$ cat config.mk
export PLATFORM = sky130hd
export DESIGN_NAME = rs_cell
export DESIGN_NICKNAME = d
export VERILOG_FILES = /design/src/hdl/rs_pkg.sv /design/src/hdl/rs_cell.sv
export SDC_FILE = /design/constraint.sdc
export NUM_CORES = 1
export LEC_CHECK = 0
export BUFFER_PORTS_ARGS = -buffer_cell sky130_fd_sc_hd__buf_2
export CELL_PAD_IN_SITES_DETAIL_PLACEMENT = 2
export CELL_PAD_IN_SITES_GLOBAL_PLACEMENT = 2
export CORE_ASPECT_RATIO = 2
export CORE_UTILIZATION = 25
export DETAILED_ROUTE_END_ITERATION = 16
export HOLD_SLACK_MARGIN = 0.02
export PLACE_DENSITY_LB_ADDON = 0.1
export SLEW_MARGIN = 5
export SYNTH_ARGS = -nofsm -noshare
export SYNTH_HDL_FRONTEND = slang
export SYNTH_SLANG_ARGS = --single-unit
$ cat constraint.sdc
create_clock -name aclk -period 2.8 [get_ports aclk]
set_clock_uncertainty 0.15 [all_clocks]
set_input_delay 0.28 -clock aclk [delete_from_list [all_inputs] [get_ports aclk]]
set_output_delay 0.28 -clock aclk [all_outputs]
set_load 0.02 [all_outputs]
$ cat src/hdl/rs_pkg.sv
// ----------------------------------------------------------------------------
// rs_pkg
// Shared constants and types for the rank sort core and its cells.
// ----------------------------------------------------------------------------
`default_nettype none

package rs_pkg;

    localparam int DEPTH   = 64;
    localparam int VALUE_W = 32;
    localparam int CNT_W   = $clog2(DEPTH + 1);

    typedef logic signed [VALUE_W-1:0] value_t;
    typedef logic [CNT_W-1:0]          count_t;

    // What one cell shows its neighbors
    typedef struct packed {
        value_t value;
        logic   valid;
        logic   ins;    // new value sorts strictly below the held one (or cell empty)
    } rs_link_t;

    // Chain-wide commands
    typedef struct packed {
        logic load;     // insert the broadcast value
        logic shift;    // move every entry one cell toward the head
    } rs_ctrl_t;

endpackage

`default_nettype wire

$ cat src/hdl/rs_cell.sv
// ----------------------------------------------------------------------------
// rs_cell
// One cell of the sorting chain: holds one entry, makes way for an insert,
// and passes its entry toward the head during drain.
// ----------------------------------------------------------------------------
`default_nettype none

module rs_cell (
    input  wire logic             aclk,
    input  wire logic             aresetn,
    input  wire rs_pkg::rs_ctrl_t ctrl,
    input  wire rs_pkg::value_t   in_value,
    input  wire rs_pkg::rs_link_t prev,
    input  wire rs_pkg::rs_link_t next,
    output rs_pkg::rs_link_t      self
);

    rs_pkg::value_t value_reg, value_next;
    logic           valid_reg, valid_next;
    logic           ins;

    // Equal values stay ahead of the newcomer, which keeps the order stable
    assign ins = !valid_reg || (in_value < value_reg);

    always_comb begin
        value_next = value_reg;
        valid_next = valid_reg;
        if (ctrl.load && ins) begin
            if (prev.ins) begin
                value_next = prev.value;
                valid_next = prev.valid;
            end else begin
                value_next = in_value;
                valid_next = 1'b1;
            end
        end else if (ctrl.shift) begin
            value_next = next.value;
            valid_next = next.valid;
        end
    end

    always_ff @(posedge aclk) begin
        if (!aresetn) begin
            valid_reg <= 1'b0;
        end else begin
            valid_reg <= valid_next;
        end
    end

    always_ff @(posedge aclk) begin
        value_reg <= value_next;
    end

    assign self.value = value_reg;
    assign self.valid = valid_reg;
    assign self.ins   = ins;

endmodule

`default_nettype wire

==> summary.md <==
| Metric | Value |
|---|---|
| Synthesized flop and latch total | 33 |
| Synth Area in Adders | 13.7% |
| Clk root buf | clkbuf_16 |
| Largest delay share family, worst path | compound AO/OA/AOI/OAI gates |
| Final Total Pwr | 2.69 mW |
| H-tree depth | 2 |
| Worst Setup End Kind | flop |
| Overflow after GRT | 0 |
| Synth warn | 0 |
| Row count | 54 |
| Critical-path maximum fanout | 12 |
| Met2 Use GR | 32.7% |
| Hpwl dp | 7060 µm |
| Pins Over Slew Limit | 0 |
| ANT cells | 0 |
| Max incr delay on CP | 0.37 ns |
| Xor/xnor share of the synthesized area | 0% |
| Final hold violations | 0 |
| Synth Area per Inst | 12.2 µm² |
| Slowest CP cell | a211o_2 |
| Crit path cell chain | inv_1 -> ha_1 -> nand4_1 -> nor2_1 -> a22oi_2 -> buf_4 -> a211o_2 -> o221ai_4 -> buf_12 -> buf_12 -> mux2_4 |
| Failing checks | negative setup slack |
| Largest family of logic cells by synthesized area | multiplexers |
| Final design utilization | 38.0% |
| Worst slack, placed | -0.187 ns |
| Initial core utilization | 25.8% |
| Netlist Area Pre-Place | 2830 µm² |
| Largest register FFs | 32 |
| DP Area | 3830 µm² |
| Num CTS Buffers | 5 |
| Hold_buf cts | 0 |
| Die H | 152 µm |
| DR vias/cell | 4.53 |
| Floorplan core area | 10900 µm² |
| Commonest non-fill, non-tap cell in the layout | buf_2 |
| Final WL | 8760 µm |
| Cells on worst reg2reg path | 11 |
| Stages on worst setup path | 11 |
| CTS tree | done |
| Wire length per cell | 16.4 µm |
| First-pass GRT wire length | 13500 µm |
| Final Cell Area | 4160 µm² |
| Met1 Use GR | 12.7% |
| Final WS setup | -0.0146 ns |
| Synthesis-to-finish area growth | 47.0% |
| Sink Count | 33 |
| Via count | 2426 |
| Setup CP Type | reg2reg |
| Required @ worst endpoint | 2.68 ns |
| Worst path bufs/invs | 4 |
| Iter 0 DRT Violations | 41 |
| Unrepaired setup endpoints after global routing | true |
| Worst slew margin | 66.7% |
| Die X | 77.2 µm |
| Startpoint Class | flop |
| Layout cells sized above 1 | 65.8% |
| Remaining DRCs | 0 |
| Port Buf Inserts | 136 |
| TritonRoute pass-1 iters | 4 |
| Max-cap check violation count | 0 |
| Simple-Gate Fraction of Synth Area | 5.62% |
| Routability cong. | 0.718 |
| Global-route usage over all layers | 15.0% |
| Pin count of the biggest net entering global routing | 34 |
| Mux share of post-synthesis cell area | 29.5% |
| Syn Inst Count | 232 |
| P_leak | 2.06 nW |
| Worst Hold Class | in2reg |
| Vias in the first global route | 2759 |
| Syn nets | 367 |
| Period utilisation layout | 101% |
| Compound-Gate Fraction of Synth Area | 8.01% |
| Hold depth | 3 |
| Most frequent cells in the layout | buf_2, mux2_2, mux2_4, edfxtp_1, inv_1 |
| Critical Path AT | 2.70 ns |
| Crit path time final | 2.81 ns |
| Met3 global-route usage | 2.51% |
| GR peak layer | met2 |
| CP dominant cell by count | buf_12 |
| Max VDD drop | 0.300 mV |
| Status | complete, but fails checks |
| Yosys cell types | 35 |
| Max clock buf depth | 2 |
| Die area | 11800 µm² |
| Initial antenna violation count | 0 |
| Final #Nets | 529 |
| Skew-Pair Late Insertion Delay | 0.28 ns |
| Final setup viols | 13 |
| I/O pin cnt | 138 |
| Clock slew at reported path FFs | 0.05 ns |
| Fmax | 355 MHz |
| Sequential share of the synthesized area | 34.7% |
| Pwr/cell area | 648 nW/µm² |
| Worst-Margin Slew | 0.500 ns |
| DRT antenna net count | 0 |
==> logic make-up after synthesis <==
logic type,count (synthesis)
AO/OA/AOI/OAI,30
flip-flops,33
AND/OR/NAND/NOR,29
adder cells (fa/ha/maj),31
multiplexers,65
buffers and inverters,44
==> report_power, final <==
part / switching [mW] / internal (mW)
sequential: 0.0676 / 0.710
combinational: 0.678 / 0.702
clock: 0.206 / 0.331
==> worst reg2reg max path: stages, from the launching register on <==
cell and delay (ns):
edfxtp_1 0.34, inv_1 0.05, ha_1 0.30, nand4_1 0.19, nor2_1 0.18, a22oi_2 0.12
buf_4 0.16, a211o_2 0.37, o221ai_4 0.08, buf_12 0.16, buf_12 0.16, mux2_4 0.31
==> layout make-up <==
class / instances / area, µm²
inverters: 35 / 131
multi-input cells: 155 / 1750
repair buffers: 164 / 981
fillers: 1236 / 6790
well taps: 140 / 175
clock buffers: 8 / 136
flip-flops and latches: 33 / 981
==> timing repair <==
action                     CTS  global route
setup buffers                6             3
pin swaps                    9             2
resized for setup           11            10
setup endpoints to repair   65            65
hold endpoints to repair     0             0
==> metrics by stage <==
| step | setup TNS (ns) | hold slack (ns) | cells |
|---|---|---|---|
| 6_report | -0.127 | 0.0854 | 535 |
| 2_1_floorplan | -2.86 | 0.256 | 232 |
| 4_1_cts | -0.443 | 0.0857 | 532 |
| 3_3_place_gp | -4.51 | 0.368 | 518 |
| 3_5_place_dp | -6.98 | 0.380 | 518 |
| 5_1_grt | -5.59 | 0.0942 | 535 |
==> worst paths after layout <==
kind,from,endpoint,slack (ns)
max,value_reg[25]$_DFFE_PP_,value_reg[12]$_DFFE_PP_,-0.01
min,aresetn,valid_reg$_SDFFE_PN0P_,0.09
max reg2reg,value_reg[25]$_DFFE_PP_,value_reg[12]$_DFFE_PP_,-0.01
min reg2reg,valid_reg$_SDFFE_PN0P_,valid_reg$_SDFFE_PN0P_,0.61
==> routing by layer <==
| metal | share of wire [%] | vias to the layer above |
|---|---|---|
| met5 | 0 | - |
| met4 | 1.3 | 0 |
| met1 | 32 | 1175 |
| met3 | 3.9 | 6 |
| li1 | - | 1169 |
| met2 | 63 | 76 |
==> synth_stat cells, drive strengths merged <==
master	instances	share of area, %
a2111o	1	0.40
a211o	1	0.35
a21o	1	0.27
a21oi	13	2.4
a221oi	3	1.4
a22oi	1	0.27
a32oi	1	0.31
buf	5	2.7
clkbuf	1	0.13
dfxtp	1	0.71
dlygate4sd1	1	0.31
dlygate4sd3	2	0.71
edfxtp	32	34
ha	31	14
inv	35	4.6
mux2	64	29
mux2i	1	0.35
nand2	11	1.5
nand2b	1	0.49
nand3	3	0.53
nand4	5	1.1
nor2	3	0.40
nor2b	1	0.22
nor4	2	0.66
o211a	1	0.35
o211ai	1	0.27
o21ai	6	1.1
o221ai	1	0.93
or2	2	0.44
or2b	1	0.31
(Power assumes the default switching activity.)
